### config.mk
export PLATFORM = sky130hd
export DESIGN_NAME = pcfrm_queue
export DESIGN_NICKNAME = d
export VERILOG_FILES = /design/src/hdl/pcfrm_pkg.sv /design/src/hdl/pcfrm_queue.sv
export SDC_FILE = /design/constraint.sdc
export NUM_CORES = 1
export LEC_CHECK = 0
export BUFFER_PORTS_ARGS = -buffer_cell sky130_fd_sc_hd__buf_4
export CORE_MARGIN = 5
export CORE_UTILIZATION = 40
export CTS_CLUSTER_DIAMETER = 150
export DETAILED_ROUTE_END_ITERATION = 6
export GPL_ROUTABILITY_DRIVEN = 1
export GPL_TIMING_DRIVEN = 0
export SLEW_MARGIN = 20
export SYNTH_ARGS = -nofsm -noshare
export SYNTH_HDL_FRONTEND = slang
export SYNTH_SLANG_ARGS = --single-unit
### constraint.sdc
create_clock -name aclk -period 4.7 [get_ports aclk]
set_clock_uncertainty 0.05 [all_clocks]
set_input_delay 0.235 -clock aclk [delete_from_list [all_inputs] [get_ports aclk]]
set_output_delay 0.235 -clock aclk [all_outputs]
set_load 0.01 [all_outputs]
### src/hdl/pcfrm_pkg.sv
// ============================================================================
// pcfrm_pkg: shared types and constants of the frame rate meter
// Field widths, command and status codes, and fixed-point scale factors.
// ============================================================================
package pcfrm_pkg;

    // Field widths
    localparam int CAM_W      = 4;
    localparam int CCOUNT_W   = 5;
    localparam int TS_W       = 32;
    localparam int CEIL_W     = 17;
    localparam int RATE_W     = 25;
    localparam int STATUS_W   = 2;

    // 1000 ms/s times 256 fractional steps per fps
    localparam int RATE_SCALE = 256000;
    localparam logic [RATE_W-1:0] RATE_MAX = '1;

    // Command queue between front and back
    localparam int QUEUE_DEPTH = 4;
    localparam int CMD_KIND_W  = 2;
    // kind + tstamp + ceiling + has_ceiling + status
    localparam int CMD_FIXED_W = CMD_KIND_W + TS_W + CEIL_W + 1 + STATUS_W;

    // Input item kinds
    localparam logic ACT_CAPTURE = 1'b0;
    localparam logic ACT_QUERY   = 1'b1;

    typedef enum logic [STATUS_W-1:0] {
        ST_OK         = 2'd0,
        ST_NOT_ALLOC  = 2'd1,
        ST_NO_SAMPLES = 2'd2,
        ST_ZERO_SPAN  = 2'd3
    } status_t;

    typedef enum logic [CMD_KIND_W-1:0] {
        CMD_WRITE  = 2'd0,
        CMD_SCAN   = 2'd1,
        CMD_STATUS = 2'd2
    } cmd_kind_t;

endpackage

### src/hdl/pcfrm_queue.sv
// ============================================================================
// pcfrm_queue: command FIFO between front and back
// Small register FIFO; head entry is visible combinationally.
// ============================================================================
module pcfrm_queue #(
    parameter int W = 80
) (
    input  logic         aclk,
    input  logic         aresetn,
    input  logic         push,
    input  logic [W-1:0] push_data,
    output logic         full,
    input  logic         pop,
    output logic         empty,
    output logic [W-1:0] pop_data
);

    import pcfrm_pkg::*;

    localparam int PTRW = $clog2(QUEUE_DEPTH);

    logic [W-1:0]    mem [QUEUE_DEPTH];
    logic [PTRW-1:0] wr_ptr_reg;
    logic [PTRW-1:0] rd_ptr_reg;
    logic [PTRW:0]   count_reg;

    assign full     = (count_reg == (PTRW + 1)'(QUEUE_DEPTH));
    assign empty    = (count_reg == '0);
    assign pop_data = mem[rd_ptr_reg];

    // Pointers and fill level
    always_ff @(posedge aclk) begin
        if (!aresetn) begin
            wr_ptr_reg <= '0;
            rd_ptr_reg <= '0;
            count_reg  <= '0;
        end else begin
            if (push) begin
                wr_ptr_reg <= wr_ptr_reg + 1'b1;
            end
            if (pop) begin
                rd_ptr_reg <= rd_ptr_reg + 1'b1;
            end
            if (push && !pop) begin
                count_reg <= count_reg + 1'b1;
            end else if (pop && !push) begin
                count_reg <= count_reg - 1'b1;
            end
        end
    end

    // Storage
    always_ff @(posedge aclk) begin
        if (push) begin
            mem[wr_ptr_reg] <= push_data;
        end
    end

    a_no_overflow: assert property (@(posedge aclk) disable iff (!aresetn)
        (push && !pop) |-> !full)
        else $error("command queue overflow");

endmodule

## Yosys cells after proc, flatten, opt, wreduce, memory -nomap -nowiden

Memory sizes are Yosys's and may differ from the RTL's. A register that Yosys moved wholly into a read port is not among the register bits.
Index checks and enable logic that the tools add are counted.

- Add/subtract/negate cells: 4
- Eq/ne operators: 1
- Muxes and demuxes: 6
- Reduce and logical (&&, ||, !) cells: 6

Operator list:

| cell | number |
|---|---|
| $mux 3 | 2 |
| $add 2x1->2 const B | 2 |
| $mux 2 | 2 |
| $add 3x1->3 const B | 1 |
| $eq 3x3->1 const B | 1 |
| $logic_not 3->1 | 1 |
| $sub 3x1->3 const B | 1 |
| $logic_and 1x1->1 | 2 |
| $logic_not 1->1 | 2 |
| $mux 1 | 2 |
| $reduce_bool 2->1 | 1 |

- Bits in registers: 7
- Memory bits (writable): 320
- Input bits: 84
- Output and inout bits: 82
- Word-level logic and storage cells: 21
- Memories: 1

Memory list:

| name | depth | bits a word | rd ports | clocked after Yosys merged registers in | write ports | RTL line | RTL |
|---|---|---|---|---|---|---|---|
| mem | 4 | 80 | 1 | 1 | 1 | pcfrm_queue.sv:22 | `logic [W-1:0] mem [QUEUE_DEPTH];` |

## Depth between registers and ports, before layout

- Word-level depth: 4
- Mapped depth: 7
- Gate-level depth less buffers: 7

## Least setup slack after synthesis

OpenSTA, ideal clock, no wires.

- Path kind: register -> register
- Start: register wr_ptr_reg[0]
- End: memory mem[0][0] (enable)
- Setup time: 0.447 ns
- Arrival time: 2.404 ns
- Required time: 4.203 ns
- Setup slack: 1.799 ns
- Stages on the path, launching flop included: 4
- Path buffers: 0
- Period minus slack after synthesis: 2.901 ns
- Cell sequence: dfxtp_1 -> inv_1 -> ha_1 -> and2_1

RTL lines:

| element | RTL line | RTL |
|---|---|---|
| start: declaration | pcfrm_queue.sv:23 | `logic [PTRW-1:0] wr_ptr_reg;` |
| start signal: assignment | pcfrm_queue.sv:39 | `wr_ptr_reg <= wr_ptr_reg + 1'b1;` |
| end: declaration | pcfrm_queue.sv:22 |  |

No word-level cell before the write port.

==> flow_summary.toml <==
[run_status]
status = "complete, no violations"

[clock_tree]
clockRootBuffer = "clkbuf_16"
clk-insertion-delay-late_ns = 0.49
clkTransAtPathRegs_ns = 0.06
numCtsBuffers = 34
clkSinkCount = 329
h-tree-depth = 2
ctsLongestPathBuffers = 3
tritoncts = "done"

[floorplanning]
die_h_um = 184
row_count = 63
die_x_um = 184
die_area_um2 = 33800
ioPinCount = 166
initial_core_util_pct = 40.6
core_um2 = 29700

[setup_path]
crit_end = "pop_data[27]"
regToRegSetupSlack_ns = 2.79
cp_slowest_cell = "buf_1"
regToRegEndpoint = "mem[3][43]"
cp-start-kind = "register"
r2r_start = "wr_ptr_reg[0]"
cp-end-kind = "output pin"
critical_path_class = "register to output pin"
worstPathMaxFanout = 10
crit_chain = "buf_1 -> buf_2 -> mux4_2 -> buf_4"
cp.arrival_ns = 2.31
rr_worst_depth = 3
slowest_delay_ns = 0.52
worstPathRequired_ns = 4.41

[synthesis]
ys_seq_area_share_pct = 81.1
ys_warn_count = 0
yosysUniqueCellTypes = 21
netlist_top_cells_area = "edfxtp_1 80%, mux4_2 15%, dfxtp_1 1.5%"
synth-seq-cells = 329
synth_nets = 551
synth_cells = 461
yosysTopAreaCell = "edfxtp_1"
yosys.area.top_type_share_pct = 79.6
netlist_area_um2 = 12100
synth_area_per_cell_um2 = 26.2

[global_routing]
grt_overflow = 0
antenna_found_initial = 0
grt_first_pass_wirelength_um = 35000
grt_max_degree = 46
grt_pass1_vias = 6249
grt.total_usage_pct = 13.4

[place]
port_buffers = 165
dp_hpwl_um = 13900
place.gp.congestion = 0.736
place_inst = 1020

[timing]
setup_tns_ns = 0
tightest_slew_ns = 0.682
period_share_pct = 55.2
max_slew_margin_pct = 54.5
clock.fmax_mhz = 385
setup_viol = 0
hold_viol = 0
rsz0062_at_grt = "no"
holdWs_ns = 0.0338
min_period_ns = 2.59
slew_violations = 0

[routing]
detail_route.wl_per_cell_um = 19.5
vias = 5620
ant_nets = 0
firstDrtPassIters = 4
routed_via_density = 4.84
drtIter0Drc = 207
route.detailed.drc = 0
finalWirelength_um = 22700

[power_and_ir_drop]
ir_worst_vdd_v = 0.000262
p_per_area_nw_per_um2 = 425
p_leak_nw = 5.40

[layout]
layout.cells.non_filler = 1161
layout-drive-gt1-share_pct = 40.7
fillers = 2292
antenna_cells = 0
largest_register_ffs = 320
post-route-util_pct = 53.1
layout.nets = 837
syn_to_final_growth_pct = 30.7

[job]
maxCapViolCount = 0

[worst_hold_path]
min_path_type = "input pin to register"
worst min-delay path by stage:
stage                        from             to  depth (start not counted)
finish                       push  wr_ptr_reg[1]                          3
global route                  pop  rd_ptr_reg[0]                          3
floorplan            push_data[0]      mem[0][0]                          0
global placement    push_data[55]     mem[2][55]                          1
detailed placement  push_data[11]     mem[3][11]                          1
CTS                          push  wr_ptr_reg[1]                          3
power by group:
part	leakage, nW	total (W)	internal [W]	switching [W]
Sequential	3.01	0.00340	0.00337	0.0000325
Clock	0.515	0.00251	0.00151	0.00101
Combinational	1.87	0.000796	0.000433	0.000363
Total	5.40	0.00671	0.00531	0.00140
metrics by stage:
stage | power (W) | setup WS, ns | cell area [µm²]
final | 0.00671 | 2.11 | 15800
after global routing | 0.00700 | 1.96 | 15800
after CTS | 0.00682 | 2.00 | 15800
after detailed placement | 0.00423 | 2.54 | 13900
after global placement | 0.00420 | 0.324 | 13800
after floorplan | 0.00386 | 1.80 | 12100
repair_timing:
item | in CTS | in global routing
resized for setup | 0 | 0
hold buffers | 81 | 0
hold endpoints to repair | 329 | 0
setup buffers | 0 | 0
cells in the mapped netlist:
master / count
ha_1: 5
xnor2_1: 2
buf_1: 1
mux4_2: 80
a21boi_0: 1
buf_6: 1
inv_1: 4
dfxtp_1: 9
nor2b_1: 2
and2_1: 9
edfxtp_1: 320
buf_12: 8
nor3_1: 1
o21ai_0: 1
nor3b_1: 1
or3_1: 1
xor2_1: 3
fa_1: 1
buf_2: 8
nand2_1: 1
mux2i_1: 2
kinds of logic after synthesis:
kind of cell / synth area share (%)
DFF: 81.1
muxes: 15.1
buffers and inverters: 1.91
and+or+nand+nor: 0.757
adders and majority gates: 0.684
xor gates and xnor gates: 0.363
AOI/OAI and AO/OA: 0.104
cells in the final DEF (no fill, tap or decap), types with 4 or more instances in the layout:
| master | n |
|---|---|
| clkinv_2 | 4 |
| buf_4 | 165 |
| ha_1 | 5 |
| edfxtp_1 | 320 |
| buf_16 | 4 |
| clkbuf_1 | 10 |
| clkinv_1 | 6 |
| and2_4 | 4 |
| buf_12 | 8 |
| dlygate4sd3_1 | 81 |
| clkbuf_16 | 35 |
| buf_2 | 8 |
| and2_1 | 5 |
| inv_1 | 4 |
| dfxtp_1 | 9 |
| mux4_2 | 80 |
area by class of cell:
| cell class | instances | area [µm²] | area share (%) |
|---|---|---|---|
| flip-flops and latches | 329 | 9790 | 62.0 |
| repair buffers | 250 | 2160 | 13.7 |
| multi-input cells | 110 | 2060 | 13.1 |
| clock buffers | 47 | 941 | 5.96 |
| well taps | 390 | 488 | 3.09 |
| plain buffers | 18 | 215 | 1.36 |
| clock inverters | 13 | 111 | 0.706 |
| inverters | 4 | 15.0 | 0.0951 |
layer usage:
layer / share of wire (%) / vias to the layer above / track usage [%]
li1: - / 2541 / -
met1: 40 / 2906 / 16.6
met5: 0 / - / 0
met2: 52 / 141 / 23.3
met3: 6.3 / 32 / 3.74
met4: 1.8 / 0 / 3.61
worst max-delay path, delay by kind of cell (launching register included):
family | cells | cell delay (ns)
buf+inv | 3 | 1.11
flops | 1 | 0.31
mux | 1 | 0.38
Power figures use the tool's default switching activity.
