`src/hdl/pcfrm_pkg.sv`:
```
// ============================================================================
// pcfrm_pkg: shared types and constants of the frame rate meter
// Field widths, command and status codes, and fixed-point scale factors.
// ============================================================================
package pcfrm_pkg;

    // Field widths
    localparam int CAM_W      = 4;
    localparam int CCOUNT_W   = 5;
    localparam int TS_W       = 32;
    localparam int CEIL_W     = 17;
    localparam int RATE_W     = 25;
    localparam int STATUS_W   = 2;

    // 1000 ms/s times 256 fractional steps per fps
    localparam int RATE_SCALE = 256000;
    localparam logic [RATE_W-1:0] RATE_MAX = '1;

    // Command queue between front and back
    localparam int QUEUE_DEPTH = 4;
    localparam int CMD_KIND_W  = 2;
    // kind + tstamp + ceiling + has_ceiling + status
    localparam int CMD_FIXED_W = CMD_KIND_W + TS_W + CEIL_W + 1 + STATUS_W;

    // Input item kinds
    localparam logic ACT_CAPTURE = 1'b0;
    localparam logic ACT_QUERY   = 1'b1;

    typedef enum logic [STATUS_W-1:0] {
        ST_OK         = 2'd0,
        ST_NOT_ALLOC  = 2'd1,
        ST_NO_SAMPLES = 2'd2,
        ST_ZERO_SPAN  = 2'd3
    } status_t;

    typedef enum logic [CMD_KIND_W-1:0] {
        CMD_WRITE  = 2'd0,
        CMD_SCAN   = 2'd1,
        CMD_STATUS = 2'd2
    } cmd_kind_t;

endpackage

```
`src/hdl/pcfrm_front.sv`:
```
// ============================================================================
// pcfrm_front: item intake and classification
// Tracks ring positions and sample counts, turns items into commands (captures for unallocated cameras are dropped).
// ============================================================================
module pcfrm_front #(
    parameter int CAMERAS = 16,
    parameter int WINDOW  = 100,
    localparam int AW    = $clog2(CAMERAS * WINDOW),
    localparam int CW    = $clog2(WINDOW + 1),
    localparam int CMD_W = AW + CW + pcfrm_pkg::CMD_FIXED_W
) (
    input  logic                          aclk,
    input  logic                          aresetn,
    input  logic                          cfg_wen,
    input  logic [pcfrm_pkg::CCOUNT_W-1:0] cfg_wdata,
    input  logic                          in_valid,
    output logic                          in_ready,
    input  logic                          in_action,
    input  logic [pcfrm_pkg::CAM_W-1:0]   in_camera,
    input  logic [pcfrm_pkg::TS_W-1:0]    in_tstamp,
    input  logic [pcfrm_pkg::CEIL_W-1:0]  in_ceiling,
    input  logic                          in_has_ceiling,
    input  logic                          q_full,
    output logic                          push,
    output logic [CMD_W-1:0]              push_data
);

    import pcfrm_pkg::*;

    localparam int PW = $clog2(WINDOW);
    localparam int IW = (CAMERAS > 1) ? $clog2(CAMERAS) : 1;

    typedef struct packed {
        cmd_kind_t         kind;
        logic [AW-1:0]     addr;
        logic [TS_W-1:0]   tstamp;
        logic [CW-1:0]     cnt;
        logic [CEIL_W-1:0] ceiling;
        logic              has_ceiling;
        status_t           status;
    } cmd_t;

    logic [CCOUNT_W-1:0] cam_count_reg;
    logic [PW-1:0]       pos_reg [CAMERAS];
    logic [CW-1:0]       cnt_reg [CAMERAS];

    logic          accept;
    logic          allocated;
    logic [IW-1:0] cam_idx;
    logic [PW-1:0] pos_cur;
    logic [PW-1:0] pos_next;
    logic [CW-1:0] cnt_cur;
    logic [CW-1:0] cnt_next;
    logic [AW-1:0] base;
    cmd_t          cmd;

    assign in_ready = !q_full;
    assign accept   = in_valid && !q_full;

    // Per-camera lookup and ring arithmetic
    always_comb begin
        cam_idx   = IW'(in_camera);
        allocated = ({1'b0, in_camera} < cam_count_reg) &&
                    (32'(in_camera) < 32'(CAMERAS));
        pos_cur   = pos_reg[cam_idx];
        cnt_cur   = cnt_reg[cam_idx];
        pos_next  = (pos_cur == PW'(WINDOW - 1)) ? '0 : pos_cur + 1'b1;
        cnt_next  = (cnt_cur < CW'(WINDOW)) ? cnt_cur + 1'b1 : cnt_cur;
        base      = AW'(cam_idx) * AW'(WINDOW);
    end

    // Command build
    always_comb begin
        cmd             = '0;
        cmd.kind        = CMD_STATUS;
        cmd.addr        = base;
        cmd.tstamp      = in_tstamp;
        cmd.ceiling     = in_ceiling;
        cmd.has_ceiling = in_has_ceiling;
        cmd.status      = ST_OK;
        priority if (in_action == ACT_CAPTURE) begin
            cmd.kind = CMD_WRITE;
            cmd.addr = base + AW'(pos_cur);
        end else if (!allocated) begin
            cmd.status = ST_NOT_ALLOC;
        end else if (cnt_cur == '0) begin
            cmd.status = ST_NO_SAMPLES;
        end else begin
            cmd.kind = CMD_SCAN;
            cmd.cnt  = cnt_cur;
        end
    end

    // Captures for unallocated cameras vanish here
    assign push      = accept && ((in_action == ACT_QUERY) || allocated);
    assign push_data = cmd;

    // Register, ring positions and counts
    always_ff @(posedge aclk) begin
        if (!aresetn) begin
            cam_count_reg <= '0;
            for (int i = 0; i < CAMERAS; i++) begin
                pos_reg[i] <= '0;
                cnt_reg[i] <= '0;
            end
        end else if (cfg_wen) begin
            cam_count_reg <= cfg_wdata;
            for (int i = 0; i < CAMERAS; i++) begin
                pos_reg[i] <= '0;
                cnt_reg[i] <= '0;
            end
        end else if (accept && (in_action == ACT_CAPTURE) && allocated) begin
            pos_reg[cam_idx] <= pos_next;
            cnt_reg[cam_idx] <= cnt_next;
        end
    end

    a_ring_bounds: assert property (@(posedge aclk) disable iff (!aresetn)
        (in_valid && allocated) |-> (cnt_cur <= CW'(WINDOW) && 32'(pos_cur) < WINDOW))
        else $error("ring position or count out of range");

    a_cfg_clears: assert property (@(posedge aclk) disable iff (!aresetn)
        cfg_wen |=> (cnt_reg[0] == '0 && pos_reg[0] == '0))
        else $error("register write did not clear rings");

endmodule

```
`config.mk`:
```
export PLATFORM = sky130hd
export DESIGN_NAME = pcfrm_front
export DESIGN_NICKNAME = d
export VERILOG_FILES = /design/src/hdl/pcfrm_pkg.sv /design/src/hdl/pcfrm_front.sv
export SDC_FILE = /design/constraint.sdc
export NUM_CORES = 1
export LEC_CHECK = 0
export BUFFER_PORTS_ARGS = -buffer_cell sky130_fd_sc_hd__buf_2
export CORE_MARGIN = 3
export CORE_UTILIZATION = 45
export CTS_CLUSTER_SIZE = 30
export DETAILED_ROUTE_END_ITERATION = 12
export GPL_TIMING_DRIVEN = 0
export PLACE_DENSITY = 0.77
export SETUP_SLACK_MARGIN = 0.4
export SLEW_MARGIN = 30
export SYNTH_ARGS = -nofsm -noshare
export SYNTH_HDL_FRONTEND = slang
export SYNTH_SLANG_ARGS = --single-unit
```
`constraint.sdc`:
```
create_clock -name aclk -period 3.89 [get_ports aclk]
set_input_delay 0.5835 -clock aclk [delete_from_list [all_inputs] [get_ports aclk]]
set_output_delay 0.5835 -clock aclk [all_outputs]
set_load 0.01 [all_outputs]
```
# After elaboration in Yosys (flattened, before gate mapping)
# Memories as Yosys holds them, arrays and structs flattened.
# Cells that the tools add are included.
# word_totals
reg_bits	5
ramBits	224
n_memories	2
# memory_table
name	words	word_bits	read_ports	rd_ports_with_merged_regs	write_ports	line	rtl
cnt_reg	16	7	1	0	16	pcfrm_front.sv:45	logic [CW-1:0] cnt_reg [CAMERAS];
pos_reg	16	7	1	0	16	pcfrm_front.sv:44	logic [PW-1:0] pos_reg [CAMERAS];
# classes
addsub	3
mul	1
n_lt_le_gt_ge	2
eq_ne	1
muxes	58
n_bitwise	33
n_reduce_logical	9
# op_table
operator	n
7-bit two-way mux	39
1-bit bitwise OR	32
7-bit by 1-bit adder with 7-bit output (second input constant)	2
7-bit OR reduction	2
2-bit two-way mux	6
11-bit by 7-bit adder with 11-bit output	1
11-bit two-way mux	1
1-bit two-way mux	10
4-bit by 5-bit multiplier with 9-bit output (second input constant)	1
4-bit two-way mux	2
7-bit equality test (second input constant)	1
7-bit zero test	1
7-bit < comparator (second input constant)	1
4-bit by 5-bit < comparator with 1-bit output	1
1-bit logical AND	4
1-bit zero test	1
1-bit logical OR	1
1-bit NOT	1

# Depth between registers and ports, before layout
# Gate-level depths: netlist of the first run.
# depth
word_depth	10
mapped_depth	15

# Worst setup path after synthesis of the first run
# OpenSTA, ideal clock, no wires.
# synth_timing
path_type	in2out
startpoint	input in_camera[0] in the netlist's numbering
endpoint	output push_data[67]
t_arrival_ns	3.191
required_time_ns	3.306
path_slack_ns	0.116
cell_stages	12
path_cell_list	buf_6 buf_12 buf_8 mux4_1 mux4_2 ha_1 o21ai_0 a21oi_1 o21bai_1 xor2_1 o21ai_0 xnor2_1
# synth_between
elab_chain_len	3
# synth_rtl
item	line	rtl
from (decl)	pcfrm_front.sv:19	input logic [pcfrm_pkg::CAM_W-1:0] in_camera,
4-bit by 5-bit multiplier with 9-bit output or memory 16 x 7 bit (tied branches)	--	
11-bit by 7-bit adder with 11-bit output	pcfrm_front.sv:83	cmd.addr = base + AW'(pos_cur);
11-bit two-way mux *	pcfrm_front.sv:81	priority if (in_action == ACT_CAPTURE) begin
to (decl)	pcfrm_front.sv:25	output logic [CMD_W-1:0] push_data
# Mark *: on every way between the ends. The rest lies on a longest branch, timed or not.

# Worst setup path in the final report of the first run
# layout_timing
startpoint	input in_camera[0] in the netlist's numbering
endpoint	output push_data[69]
# The elaborated chain is that of the path after synthesis.

==> run summary, run 1 <==
The number of enable flip-flop cells after synthesis was 224; the time the worst path needs with I/O delays and setup was 3.87 ns. Entering global routing, the biggest net connects 15 pins. Of the synthesized area, sequential elements account for 58.0%. Counting flops with an async set or reset pin after synthesis yields a share of 0%. The final period utilization is 99.4%.

The startpoint type of the worst setup path is a primary input. Measured in cells, the most critical reg-to-reg path has a length of 12. Across the run, the number of max-cap violations was 0.

The critical path start-end classification was in -> out. The number of I/O pins came out at 139. Number of antenna violations at the first check in global routing: 0. For the total routed wirelength, the log shows 29400 um. Summed over all nets, the half-perimeter wirelength after detailed placement is 20300 um. After routing, the total negative slack on setup checks comes to 0 ns.

Among all cell types in the netlist, the one instantiated most often is sky130_fd_sc_hd__nor2_1. Synthesis produced 854 cells. Once the floorplan was initialized, standard cells occupied 46.2% of the core. Dividing the detail-routed wire length by the instance count gives 22.0 um.

The synthesis-to-finish area growth is 17.9%. The logs give 20.5% for the all-layer global routing usage and 58 for the number of rows in the core area. The maximum clock frequency is 259 MHz. Routability-driven placement finished with a final weighted congestion of 0.847. In the routed layout, each cell is associated on average with a via count of 5.74. Hold-critical path endpoint: cam_count_reg[3]$_SDFFE_PN0P_. The area of the core was 0.0255 mm^2. The Yosys step of the flow raised 0 warnings. The repair_antennas step left the layout with diodes totalling 0. The number of global-route vias before repair was 7796; the cell area after layout was 0.0139 mm^2. The tools report the clock tree root driver cell as sky130_fd_sc_hd__clkbuf_16. For the worst setup slack for register-to-register paths, the log shows 0.71 ns. The residual DRC count was 0.

Launch point of the worst hold path: cfg_wdata[3]. The flow ran to the end, and the final reports show no timing, DRC or antenna violations. TritonCTS built the clock tree. The average instance in the mapped netlist occupies 13.8 um^2. After the first detailed-routing iteration, the DRC count stood at 871. The tightest min-delay check is of the in -> reg type.

The analysis attributes to cell leakage a power of 0.00538 uW. Detailed routing inserted a total of 7678 vias. The sequential cells in the finished layout cover a total of 0.00683 mm^2. Prior to clock tree synthesis, the placed netlist has a worst setup slack of -0.806 ns. STA puts the critical path data required time at 3.31 ns. The final layout contains 1088 nets. The main flop type after synthesis was sky130_fd_sc_hd__edfxtp_1.

For the placement-stage cell area, the log shows 0.0127 mm^2. Clock skew on the completed layout was measured at 0.0109 ns. In the final layout, the multi-input gates occupy 0.00432 mm^2. Summing every instance area after synthesis gives 0.0118 mm^2. For this design the ratio of total power to cell area is 413 mW/mm^2. Setup repair after global routing could not meet its margin everywhere. The commonest cells after synthesis are sky130_fd_sc_hd__nor2_1, sky130_fd_sc_hd__edfxtp_1, sky130_fd_sc_hd__buf_4, sky130_fd_sc_hd__nand2_1, sky130_fd_sc_hd__mux4_2.

The logs give 3.28 ns for the arrival time reported for the critical path endpoint and 1 for the maximum level of the CTS H-tree. The total power after layout is 5730 uW. For this run, the detailed router's first-pass iteration total came to 5.

The die height was 168 um. For the worst-skew pair, the clock arrives at the later sink with an insertion delay of 0.51 ns. The die covers 0.0281 mm^2.

At the pin with the least slew margin, the transition time is 0.753 ns. In this run the critical register-to-register path is launched from cam_count_reg[2]$_SDFFE_PN0P_. The number of fillers in the final layout was 1963; the number of hold violations in the final report was 0. In this run the tightest slew margin relative to its limit is 49.5%. The category of the worst setup path capture point is a primary output. The width of the chip is 168 um, and the global-route congestion overflow total is 0. Setup violations remaining at the end of the flow were counted as 0. The number of slew-limit violations in the final report was 0.

Along the worst hold path, the cell count comes to 3. The count of buffers added on input and output ports is 87. The largest fanout on the critical path was 5. The cell type contributing the most total cell area after synthesis was sky130_fd_sc_hd__edfxtp_1.

For the maximum VDD drop, the log shows 298 uV. The longest clock path from root to sink contains 3 buffers. The detail route stage leaves a number of antenna-violating nets equal to 0. The netlist uses 62 different library cells.

The post-route netlist has 36.8% of its cells at a drive strength greater than 1. The endpoint of the lowest-slack register-to-register path was pos_reg[6][1]$_SDFFCE_PN0P_. Yosys attributes the largest share of cell area to sky130_fd_sc_hd__edfxtp_1, sky130_fd_sc_hd__nor2_1, sky130_fd_sc_hd__mux4_2.

The run gives 22 as the number of buffers created by CTS. The synthesized design contains 229 register bits. The total clock sinks is 229, and the area share of the leading cell type in the synthesized netlist is 57.2%. The final critical-path setup slack was 0.0241 ns; the first-pass GRT wire length was 44800 um.

The clock slew at the register clock pins of the worst setup and hold paths is 0.06 ns, and the post-synthesis net count is 949.
[cell families after synthesis]
| family | Yosys count | share of synthesized area, % |
|---|---|---|
| buffers and inverters | 125 | 7.08 |
| flip-flops | 229 | 58.0 |
| AO/OA/AOI/OAI | 59 | 4.09 |
| multiplexers | 66 | 12.6 |
| AND/OR/NAND/NOR | 326 | 13.1 |
| XOR/XNOR | 19 | 1.80 |
| adder cells (fa/ha/maj) | 30 | 3.32 |
[power breakdown]
group	total, uW	internal (uW)	switching (uW)
Combinational	862	367	495
Clock	2040	1150	887
Sequential	2830	2800	29.1
Total	5730	4320	1410
[routing by layer]
| metal | vias up | routed length, um | track usage, % |
|---|---|---|---|
| met3 | 54 | 2500 | 3.02 |
| met1 | 3861 | 11100 | 26.4 |
| met2 | 434 | 15100 | 35.9 |
| met5 | - | 0 | 0 |
| met4 | 0 | 718 | 6.55 |
| li1 | 3329 | - | - |
[layout by cell type (no fill, tap or decap), types with 4 or more instances in the layout]
cell type                   count
sky130_fd_sc_hd__nor2_1       225
sky130_fd_sc_hd__edfxtp_1     224
sky130_fd_sc_hd__buf_2        102
sky130_fd_sc_hd__buf_4         78
sky130_fd_sc_hd__mux4_2        44
sky130_fd_sc_hd__ha_1          24
sky130_fd_sc_hd__clkbuf_16     23
sky130_fd_sc_hd__clkbuf_1      19
sky130_fd_sc_hd__inv_1         17
sky130_fd_sc_hd__nand2_2       16
sky130_fd_sc_hd__nand2_1       14
sky130_fd_sc_hd__buf_12        13
sky130_fd_sc_hd__mux4_1        13
sky130_fd_sc_hd__nor2_2        11
sky130_fd_sc_hd__nand3_4       10
sky130_fd_sc_hd__a22o_1         9
sky130_fd_sc_hd__nand3_1        9
sky130_fd_sc_hd__nor2b_1        8
sky130_fd_sc_hd__a21oi_1        8
sky130_fd_sc_hd__buf_6          8
sky130_fd_sc_hd__a22oi_1        8
sky130_fd_sc_hd__mux2i_1        7
sky130_fd_sc_hd__xor2_1         7
sky130_fd_sc_hd__xnor2_1        7
sky130_fd_sc_hd__nor3_1         6
sky130_fd_sc_hd__a22oi_2        6
sky130_fd_sc_hd__o21ai_1        6
sky130_fd_sc_hd__nand2_4        6
sky130_fd_sc_hd__dfxtp_1        5
sky130_fd_sc_hd__a221oi_4       4
sky130_fd_sc_hd__ha_4           4
[area by class of cell]
class	instances	area share (%)
plain buffers	105	6.08
well taps	330	2.98
clock inverters	7	0.406
repair buffers	115	5.22
clock buffers	32	4.39
flip-flops and latches	229	49.2
inverters	20	0.541
multi-input cells	500	31.1
[worst max-delay path by stage]
stage | endpoint | from | cells past startpoint | slack [ns]
floorplan | push_data[67] | in_camera[0] | 12 | 0.26
global placement | push_data[67] | in_camera[1] | 14 | -0.76
detailed placement | push_data[67] | in_camera[1] | 14 | -0.81
CTS | push_data[67] | in_camera[0] | 14 | 0.03
global route | push_data[69] | in_camera[0] | 13 | -0.08
finish | push_data[69] | in_camera[0] | 13 | 0.02
[repair_timing]
action,in CTS,in global routing
setup buffers,23,4
endpoints found under the setup margin,375,306
pin swaps,22,9
cloned,1,0
hold buffers,0,0
gates resized for setup,65,26
[critical path, stage by stage]
cell	delay, ns
sky130_fd_sc_hd__buf_12	0.08
sky130_fd_sc_hd__buf_12	0.11
sky130_fd_sc_hd__buf_12	0.12
sky130_fd_sc_hd__buf_12	0.12
sky130_fd_sc_hd__mux4_2	0.53
sky130_fd_sc_hd__mux4_2	0.53
sky130_fd_sc_hd__ha_4	0.31
sky130_fd_sc_hd__o21ai_4	0.06
sky130_fd_sc_hd__a21oi_2	0.17
sky130_fd_sc_hd__o21bai_2	0.09
sky130_fd_sc_hd__nor4b_2	0.26
sky130_fd_sc_hd__xnor2_1	0.15
sky130_fd_sc_hd__buf_2	0.15
[through the flow]
stage | std cells | util, % | hold WS (ns)
after global placement | 1271 | 49.8 | 0.498
after detailed placement | 1271 | 49.8 | 0.512
after CTS | 1334 | 54.0 | 0.341
final | 1338 | 54.4 | 0.342
after global routing | 1338 | 54.4 | 0.385
after floorplan | 854 | - | 0.474
Power figures use the tool's default switching activity.
==> run 2: changes to the inputs <==
--- a/config.mk
+++ b/config.mk
@@ -5,13 +5,14 @@
 export SDC_FILE = /design/constraint.sdc
 export NUM_CORES = 1
 export LEC_CHECK = 0
+export ABC_AREA = 1
 export BUFFER_PORTS_ARGS = -buffer_cell sky130_fd_sc_hd__buf_2
 export CORE_MARGIN = 3
 export CORE_UTILIZATION = 45
 export CTS_CLUSTER_SIZE = 30
 export DETAILED_ROUTE_END_ITERATION = 12
 export GPL_TIMING_DRIVEN = 0
-export PLACE_DENSITY = 0.77
+export PLACE_DENSITY = 0.76
 export SETUP_SLACK_MARGIN = 0.4
 export SLEW_MARGIN = 30
 export SYNTH_ARGS = -nofsm -noshare
==> run 2 against run 1 <==
Cell area rose by 9.6%. Total power up 8.1%. First-iteration DRC count increased by 81%. Cell count up 44%. Register-to-register slack worse by 0.10 ns. Non-clock buffer count grew 51. Sequential share of layout area decreased by 4.3 points. Critical path depth grew 9. Synthesized cell count up 61%. Core utilization is 1.7 points higher. Synthesized area is 6.0% higher. Flip-flop and latch count is the same. Critical path type unchanged. Highest routed layer unchanged.
==> run summary, run 2 <==
The run finished with clean final reports. The cell area after layout was 0.0152 mm^2 (+9.6%); the number of vias per cell after detailed routing was 5.68 (-1.1%). Master of the slowest instance on the critical path: sky130_fd_sc_hd__fa_2.

The run gives 0.0271 mm^2 (+6.4%) as the area of the core. The library cells used most frequently in the layout, excluding fill and tap cells, are sky130_fd_sc_hd__nand2_1, sky130_fd_sc_hd__nor2_1, sky130_fd_sc_hd__edfxtp_1. The tools report the sequential element share of the synthesized area as 54.8% (-3.3 points). The tools report the count of nets after finishing as 1634 (+50%).

The antenna diode count was 0 (unchanged); the largest fanout on the critical path was 7 (+2). The area share of the leading cell type in the synthesized netlist was 54.0% (-3.2 points); the first-pass GRT wire length was 56400 um (+26%). The number of distinct standard cells referenced by the synthesized netlist is 40 (-35%), and the largest net degree at the start of global routing is 15 (unchanged). The run gives 0 (unchanged) as the residual DRC count. The signal on the critical path passes through buf_12, buf_12, buf_12, buf_12, nand2_1, nand2_1, nand2_1, nand3_2, nand3_4, nand2_4, ha_4, inv_2, fa_2, inv_2, nand3_2, nand2_2, nand2_4, a21oi_4, nand2_2, nor3_2, xor2_1, buf_2. Sorting the synthesized cells by how often they occur yields sky130_fd_sc_hd__nand2_1, sky130_fd_sc_hd__nor2_1, sky130_fd_sc_hd__edfxtp_1, sky130_fd_sc_hd__nand3_1, sky130_fd_sc_hd__inv_1. Critical path depth: 22 (+9). The combined buffer and inverter count along the critical path came out at 7 (+2). The placement-stage cell area is 0.0134 mm^2 (+5.5%).

Number of buffers inserted for hold repair after clock tree synthesis: 0 (unchanged). Total routed wirelength: 39500 um (+35%). The transition time at the pin with the least slew margin came out at 0.917 ns (+0.165 ns). Leaving out fill and tap cells, the most frequent cell in the layout is sky130_fd_sc_hd__nand2_1. The synthesis-to-finish area growth is 21.9%, and the worst-case headroom to the max-slew limit is 38.7% (-11 points). The run gives 9 (+4) as the iteration count of the initial detailed-routing pass. The class of the tightest hold or removal check was in -> reg. The ratio of cells with drive above 1 in the final layout was 27.6% (-9.2 points); the required time reported for the critical path endpoint was 3.31 ns (about the same). The final count of negative-setup-slack endpoints is 0 (unchanged), and the register bit total from synthesis is 229 (unchanged).

The run gives 0 (unchanged) as the number of slew-limit violations in the final report. The share of async-settable or async-resettable flops after synthesis works out to 0% (unchanged). Setup repair after global routing could not meet its margin everywhere. By startpoint and endpoint, the worst setup path is classified as in -> out. The main flop type after synthesis was sky130_fd_sc_hd__edfxtp_1. Arrival time reported for the critical path endpoint: 3.10 ns (-0.18 ns). The startpoint type of the worst setup path is a primary input.

The maximum VDD drop is 348 uV (+16%). The number of DRC violations after detailed-routing iteration 0 is 1576 (+81%), and the worst setup slack for register-to-register paths is 0.61 ns (-0.10 ns). The via count is 10936 (+42%), and the number of cells produced by synthesis is 1372 (+61%).

The post-synthesis instance area is 0.0125 mm^2 (+6.0%). The estimated wirelength of the detail-placed design came out at 25000 um (+23%). The number of global-route vias before repair is 10240 (+31%). The global-route congestion overflow total was 0 (unchanged); the logic depth of the worst register-to-register path was 13 (+1). The worst setup timing slack at the placement stage is -0.500 ns (+0.307 ns), and the synthesized area per cell is 9.09 um^2 (-34%). For the maximum level of the CTS H-tree, the log shows 1 (unchanged).

The run gives 271 MHz (+4.8%) as the maximum clock frequency. The maximum number of buffers from clock root to sink was 3 (unchanged). The number of enable flip-flop cells after synthesis is 224 (unchanged). Dominant delay contributor by cell family on the critical path: simple AND/OR/NAND/NOR gates. The tools report the post-synthesis net count as 1467 (+55%).

For the die area, the log shows 0.0297 mm^2 (+5.7%). For the all-layer global routing usage, the log shows 25.1% (+4.6 points). In this run the critical register-to-register path is launched from cam_count_reg[2]$_SDFFE_PN0P_. In this run the worst setup path terminates at push_data[69]. The final critical-path setup slack is 0.203 ns (+0.179 ns), and the routability congestion estimate is 0.920 (+8.7%). The power density relative to cell area came out at 407 mW/mm^2 (-1.4%). In this run the worst setup path begins at in_camera[0].

Clock latency on the worst-skew pair: 0.53 ns (+0.02 ns). The run gives 0 (unchanged) as the count of nets left with antenna violations after detail routing. The delay of the slowest cell on the worst path was 0.33 ns (-0.20 ns); the width of the chip was 172 um (+2.8%). The tools report the number of hold violations in the final report as 0 (unchanged). The number of fillers in the final layout came out at 2221 (+13%). The clock slew at the register clock pins of the worst setup and hold paths works out to 0.06 ns (about the same). Cell type contributing the most total cell area after synthesis: sky130_fd_sc_hd__edfxtp_1.

Routed wire length per instance: 20.5 um (-6.6%). The worst clock skew on the final layout was 0.0164 ns (+0.00550 ns). The number of antenna violations at the first check in global routing was 0 (unchanged). The tools report the number of I/O pins as 139 (unchanged). Number of buffers created by CTS: 24 (+9.1%).

Clock tree synthesis selected as its root buffer the cell sky130_fd_sc_hd__clkbuf_16. The most numerous cell type found on the critical path is sky130_fd_sc_hd__buf_12. The run gives 229 (unchanged) as the total clock sinks. The count of warnings emitted by yosys is 0 (unchanged). Static power due to leakage: 0.00665 uW (+24%). By area the synthesized netlist is led by sky130_fd_sc_hd__edfxtp_1, sky130_fd_sc_hd__nand2_1, sky130_fd_sc_hd__nor2_1. The hold slack is 0.320 ns (-0.0219 ns).

The number of buffers added on ports works out to 88 (+1.1%). The number of max-cap violations is 0 (unchanged). The time the worst path needs with I/O delays and setup works out to 3.69 ns (-0.179 ns).

The worst register-to-register path ends at cnt_reg[4][4]$_SDFFCE_PN0P_. For the effective utilization at floorplan, the log shows 46.0% (-0.19 points). Die height: 172 um (+2.8%). STA classifies the critical path endpoint as a primary output. The final period utilization was 94.8% (-4.6 points); the number of rows in the core area was 60 (+3.4%). Among all cell types in the netlist, the one instantiated most often is sky130_fd_sc_hd__nand2_1. TritonCTS built the clock tree.
-- run 2: cell count changes after synthesis, moves of 16 or more --
cell                      before  now
sky130_fd_sc_hd__buf_6         6   22
sky130_fd_sc_hd__mux4_1       24    0
sky130_fd_sc_hd__a21oi_1      10   47
sky130_fd_sc_hd__nor2_1      226  261
sky130_fd_sc_hd__mux4_2       33    0
sky130_fd_sc_hd__o21ai_0       7   37
sky130_fd_sc_hd__nand3_1      10  124
sky130_fd_sc_hd__inv_1        20  119
sky130_fd_sc_hd__nand2_1      35  288
-- run 2: how the worst min path moves through the flow --
stage | from | endpoint | slack, ns | cells past startpoint
after floorplan | cam_count_reg[1]$_SDFFE_PN0P_ | cam_count_reg[1]$_SDFFE_PN0P_ | 0.44 | 2
after global placement | cam_count_reg[2]$_SDFFE_PN0P_ | cam_count_reg[2]$_SDFFE_PN0P_ | 0.45 | 2
after detailed placement | cam_count_reg[3]$_SDFFE_PN0P_ | cam_count_reg[3]$_SDFFE_PN0P_ | 0.46 | 2
after CTS | cfg_wdata[0] | cam_count_reg[0]$_SDFFE_PN0P_ | 0.30 | 3
after global routing | cfg_wdata[0] | cam_count_reg[0]$_SDFFE_PN0P_ | 0.33 | 3
final | cfg_wdata[0] | cam_count_reg[0]$_SDFFE_PN0P_ | 0.32 | 3
-- run 2: power by group --
part	leakage [uW]	switching (uW)	internal [uW]
clock	0.000363	957	1230
combinational	0.00375	735	440
sequential	0.00254	29.6	2800
-- run 2: kinds of logic after synthesis --
family / count (synthesis) / share of synthesized area, %
AND/OR/NAND/NOR: 731 / 24.9
buffers and inverters: 260 / 11.5
flip-flops: 229 / 54.8
AO/OA/AOI/OAI: 113 / 5.01
adder cells (fa/ha/maj): 30 / 3.13
XOR/XNOR: 9 / 0.693
-- run 2: repair_timing --
action,4_1_cts,5_1_grt
buffers inserted,34,17
gates resized for setup,124,34
endpoints found under the setup margin,14,11
pin swaps,33,26
cloned,2,0
-- run 2: per-layer routing --
| layer | up-vias | share of wire, % | track usage, % |
|---|---|---|---|
| met5 | - | 0 | 0 |
| met4 | 0 | 6.0 | 11.8 |
| met3 | 195 | 13 | 4.69 |
| met2 | 907 | 47 | 41.7 |
| met1 | 5067 | 35 | 31.7 |
| li1 | 4767 | - | - |
-- run 2: stage by stage --
step | cells | power, uW | setup TNS, ns | util [%]
5_1_grt | 1927 | 6350 | 0 | 56.1
4_1_cts | 1910 | 6050 | 0 | 55.1
3_5_place_dp | 1832 | 3800 | -1.51 | 49.3
2_1_floorplan | 1372 | 3500 | 0 | -
6_report | 1927 | 6190 | 0 | 56.1
3_3_place_gp | 1832 | 3780 | -1.27 | 49.3
-- run 2: layout make-up --
cell class / instances / area [um^2] / share of cell area, %
Buffer: 130 / 1180 / 7.75
Clock buffer: 28 / 637 / 4.19
Clock inverter: 14 / 92.6 / 0.609
Inverter: 130 / 505 / 3.33
Multi-Input combinational cell: 883 / 4550 / 29.9
Sequential cell: 229 / 6830 / 44.9
Tap cell: 372 / 465 / 3.06
Timing Repair Buffer: 141 / 946 / 6.22
-- run 2: worst reg2reg max path, cell delays in order (launching register included) --
cell and delay, ns:
sky130_fd_sc_hd__dfxtp_1 0.31, sky130_fd_sc_hd__inv_1 0.05, sky130_fd_sc_hd__ha_1 0.29, sky130_fd_sc_hd__a21o_1 0.16
sky130_fd_sc_hd__a22oi_1 0.13, sky130_fd_sc_hd__nand2_1 0.12, sky130_fd_sc_hd__inv_2 0.09, sky130_fd_sc_hd__nand3_1 0.10
sky130_fd_sc_hd__inv_2 0.15, sky130_fd_sc_hd__nand2_1 0.06, sky130_fd_sc_hd__inv_1 0.11, sky130_fd_sc_hd__nand2_1 0.29
sky130_fd_sc_hd__buf_2 0.34, sky130_fd_sc_hd__nand2_1 0.71
==> run 3: changes to the inputs <==
--- a/config.mk
+++ b/config.mk
@@ -12,8 +12,9 @@
 export CTS_CLUSTER_SIZE = 30
 export DETAILED_ROUTE_END_ITERATION = 12
 export GPL_TIMING_DRIVEN = 0
+export MAX_ROUTING_LAYER = met4
 export PLACE_DENSITY = 0.76
-export SETUP_SLACK_MARGIN = 0.4
+export SETUP_SLACK_MARGIN = 0.05
 export SLEW_MARGIN = 30
 export SYNTH_ARGS = -nofsm -noshare
 export SYNTH_HDL_FRONTEND = slang
==> constraint.sdc (replaced) <==
create_clock -name aclk -period 3.89 [get_ports aclk]
set_input_delay 0.5835 -clock aclk [delete_from_list [all_inputs] [get_ports aclk]]
set_output_delay 0.5835 -clock aclk [all_outputs]
set_load 0.005 [all_outputs]
==> run 3 against run 2 <==
Combinational power decreased by 17%. Total power decreased by 4.7%. Fmax decreased by 2.6%. Clock power decreased by 5%. Critical path type unchanged. Flip-flop and latch count unchanged. Worst hold slack got worse by 0.017 ns. Clock skew decreased by 0.0020 ns. Critical path depth decreased by 7. Sequential share of layout area increased by 2.7 points. Cell count decreased by 2.5%. Global-route usage decreased by 0.37 points. Register-to-register slack got worse by 0.04 ns.
==> run summary, run 3 (synthesis results as in run 2) <==
The flow ran to the end, and the final reports show no timing, DRC or antenna violations. The maximum level of the CTS H-tree is 1 (unchanged). The switching fraction of total power is 27.3% (-0.46 points). Class of the tightest hold or removal check: in -> reg. The total internal power is 4290 uW (-4.1%).

The time the worst path needs with I/O delays and setup was 3.78 ns (+0.0969 ns); the total routed wirelength was 36600 um (-7.3%). Net switching power figure: 1610 uW (-6.3%). The detailed route wirelength on metal3 is 4780 um (-4.1%), and the clock group share of total power is 35.5% (+0.2 points). The worst-case headroom to the max-slew limit was 38.5% (-0.25 points). The run gives 0.0297 mm^2 (unchanged) as the die area. The hold slack came out at 0.303 ns (-0.0168 ns). Die height: 172 um (unchanged).

The transition time at the pin with the least slew margin was 0.921 ns (+0.00369 ns); the number of global-route vias before repair was 9610 (-6.2%). The area growth from synthesis to layout is 15.1%. The tree is rooted in a sky130_fd_sc_hd__clkbuf_16.

The number of rows in the core area is 60 (unchanged), and the maximum number of buffers from clock root to sink is 3 (unchanged). The area of the core is 0.0271 mm^2 (unchanged). The final period utilization is 97.3% (+2.5 points). In this run the top signal layer used is met4. For the estimated wirelength of the detail-placed design, the log shows 24700 um (-1.0%).

For the required time reported for the critical path endpoint, the log shows 3.31 ns (about the same). The count of nets left with antenna violations after detail routing was 0 (unchanged); the number of buffers added on ports was 88 (unchanged). The residual DRC count is 0 (unchanged), and the cell area after layout is 0.0143 mm^2 (-5.6%). In the layout the commonest cells are sky130_fd_sc_hd__nand2_1, sky130_fd_sc_hd__nor2_1, sky130_fd_sc_hd__edfxtp_1.

For the number of fillers in the final layout, the log shows 2416 (+8.8%). The logs give 0 ns (unchanged) for the sum of negative setup slack and 7 (-2) for the iteration count of the initial detailed-routing pass. The global-route congestion overflow total is 0 (unchanged).

The tools report the total clock sinks as 229 (unchanged). The largest net degree at the start of global routing was 20 (+5); the routed wire length per instance was 19.5 um (-5.0%). The routed wire length on met2 is 16600 um (-10%). Ratio of cells with drive above 1 in the final layout: 22.4% (-5.2 points). The part of the power in combinational logic came out at 16.6% (-2.4 points). TritonCTS built the clock tree. The static power due to leakage came out at 0.00625 uW (-6.1%). Final count of negative-setup-slack endpoints: 0 (unchanged). The antenna diode count is 0 (unchanged), and the number of I/O pins is 139 (unchanged). For the count of nets after finishing, the log shows 1588 (-2.8%). The logs give 1879 (-2.5%) for the count of non-filler cells in the finished layout and 0 (unchanged) for the number of slew-limit violations in the final report. Largest fanout on the critical path: 10 (+3). The critical path is of the in -> out type.

For the maximum VDD drop, the log shows 320 uV (-8.1%). The worst setup path is captured at a primary output. The run gives 3.20 ns (+0.10 ns) as the arrival time reported for the critical path endpoint. The power density relative to cell area is 411 mW/mm^2 (+0.94%). STA classifies the critical path startpoint as a primary input.

The number of vias per cell after detailed routing is 5.53 (-2.5%), and the number of antenna violations at the first check in global routing is 0 (unchanged). The width of the chip is 172 um (unchanged). The sequential share of power was 47.9% (+2.2 points); the wire length the detailed router placed on met1 was 13700 um (-0.40%). The final critical-path setup slack was 0.106 ns (-0.0969 ns). The number of hold violations in the final report was 0 (unchanged). The worst clock skew on the final layout was 0.0145 ns (-0.00195 ns); the worst setup timing slack at the placement stage was -0.497 ns (+0.00296 ns). The run gives 23 (-4.2%) as the number of buffers created by CTS.

The number of max-cap violations was 0 (unchanged); the clock latency on the worst-skew pair was 0.52 ns (about the same). For the first-pass GRT wire length, the log shows 53900 um (-4.4%). The run gives 1832 (unchanged) as the total instance count after detailed placement. Leaving out fill and tap cells, the most frequent cell in the layout is sky130_fd_sc_hd__nand2_1. The via count was 10398 (-4.9%). The logs give 0.0134 mm^2 (unchanged) for the placement-stage cell area and 24.7% (-0.37 points) for the all-layer global routing usage. Setup repair after global routing could not meet its margin everywhere. The clock slew at the register clock pins of the worst setup and hold paths is 0.06 ns (about the same). Number of buffers inserted for hold repair after clock tree synthesis: 0 (unchanged). The logs give 46.0% (unchanged) for the effective utilization at floorplan and 1396 (-11%) for the number of DRC violations after detailed-routing iteration 0.

For the maximum clock frequency, the log shows 264 MHz (-2.6%). Routability congestion estimate: 0.919 (-0.11%).
[run 3: worst paths after layout]
| check | from | end | slack, ns | cells past startpoint |
|---|---|---|---|---|
| max | in_camera[2] | push_data[67] | 0.11 | 15 |
| min | cfg_wdata[0] | cam_count_reg[0]$_SDFFE_PN0P_ | 0.30 | 3 |
| min reg2reg | cam_count_reg[3]$_SDFFE_PN0P_ | cam_count_reg[3]$_SDFFE_PN0P_ | 0.46 | 2 |
| max reg2reg | cam_count_reg[2]$_SDFFE_PN0P_ | cnt_reg[3][2]$_SDFFCE_PN0P_ | 0.57 | 13 |
[run 3: critical path, stage by stage]
cell	delay, ns
sky130_fd_sc_hd__buf_2	0.25
sky130_fd_sc_hd__buf_4	0.30
sky130_fd_sc_hd__clkbuf_4	0.27
sky130_fd_sc_hd__nand3_1	0.12
sky130_fd_sc_hd__nand3_1	0.16
sky130_fd_sc_hd__nand2_2	0.12
sky130_fd_sc_hd__ha_1	0.37
sky130_fd_sc_hd__a21oi_2	0.17
sky130_fd_sc_hd__nand2_2	0.09
sky130_fd_sc_hd__nand2_2	0.09
sky130_fd_sc_hd__a21oi_2	0.07
sky130_fd_sc_hd__or2_2	0.28
sky130_fd_sc_hd__nand3_1	0.09
sky130_fd_sc_hd__o21ai_0	0.08
sky130_fd_sc_hd__buf_2	0.14
[run 3: timing repair]
action                                  4_1_cts  5_1_grt
pin swaps                                     2       11
gates resized for setup                      29       37
setup buffers                                 1        9
endpoints found under the setup margin       10        4
gates cloned                                  0        0
[run 3: cell type report]
class                   count  area [um^2]  area share (%)
plain buffers             128         1050            7.30
inverters                 130          498            3.47
flip-flops and latches    229         6830            47.6
clock buffers              28          594            4.14
repair buffers             98          524            3.65
well taps                 372          465            3.24
multi-input cells         883         4300            30.0
clock inverters            11         88.8           0.619
[run 3: stage by stage]
stage,util (%),total power (uW)
floorplan,-,3480
global placement,49.3,3760
detailed placement,49.3,3780
CTS,52.3,5830
global route,52.9,6080
finish,52.9,5900
[run 3: metal layers]
layer	GRT usage, %	up-vias
met1	32.5	4817
met5	-	-
li1	-	4658
met4	9.16	0
met3	4.34	127
met2	38.5	796
[run 3: power by group through the flow]
stage | Sequential [uW] | Clock (uW) | Combinational, uW
floorplan | 2870 | 0 | 609
global placement | 2880 | 0 | 878
detailed placement | 2880 | 0 | 901
CTS | 2830 | 2080 | 922
global route | 2840 | 2190 | 1060
finish | 2830 | 2090 | 978
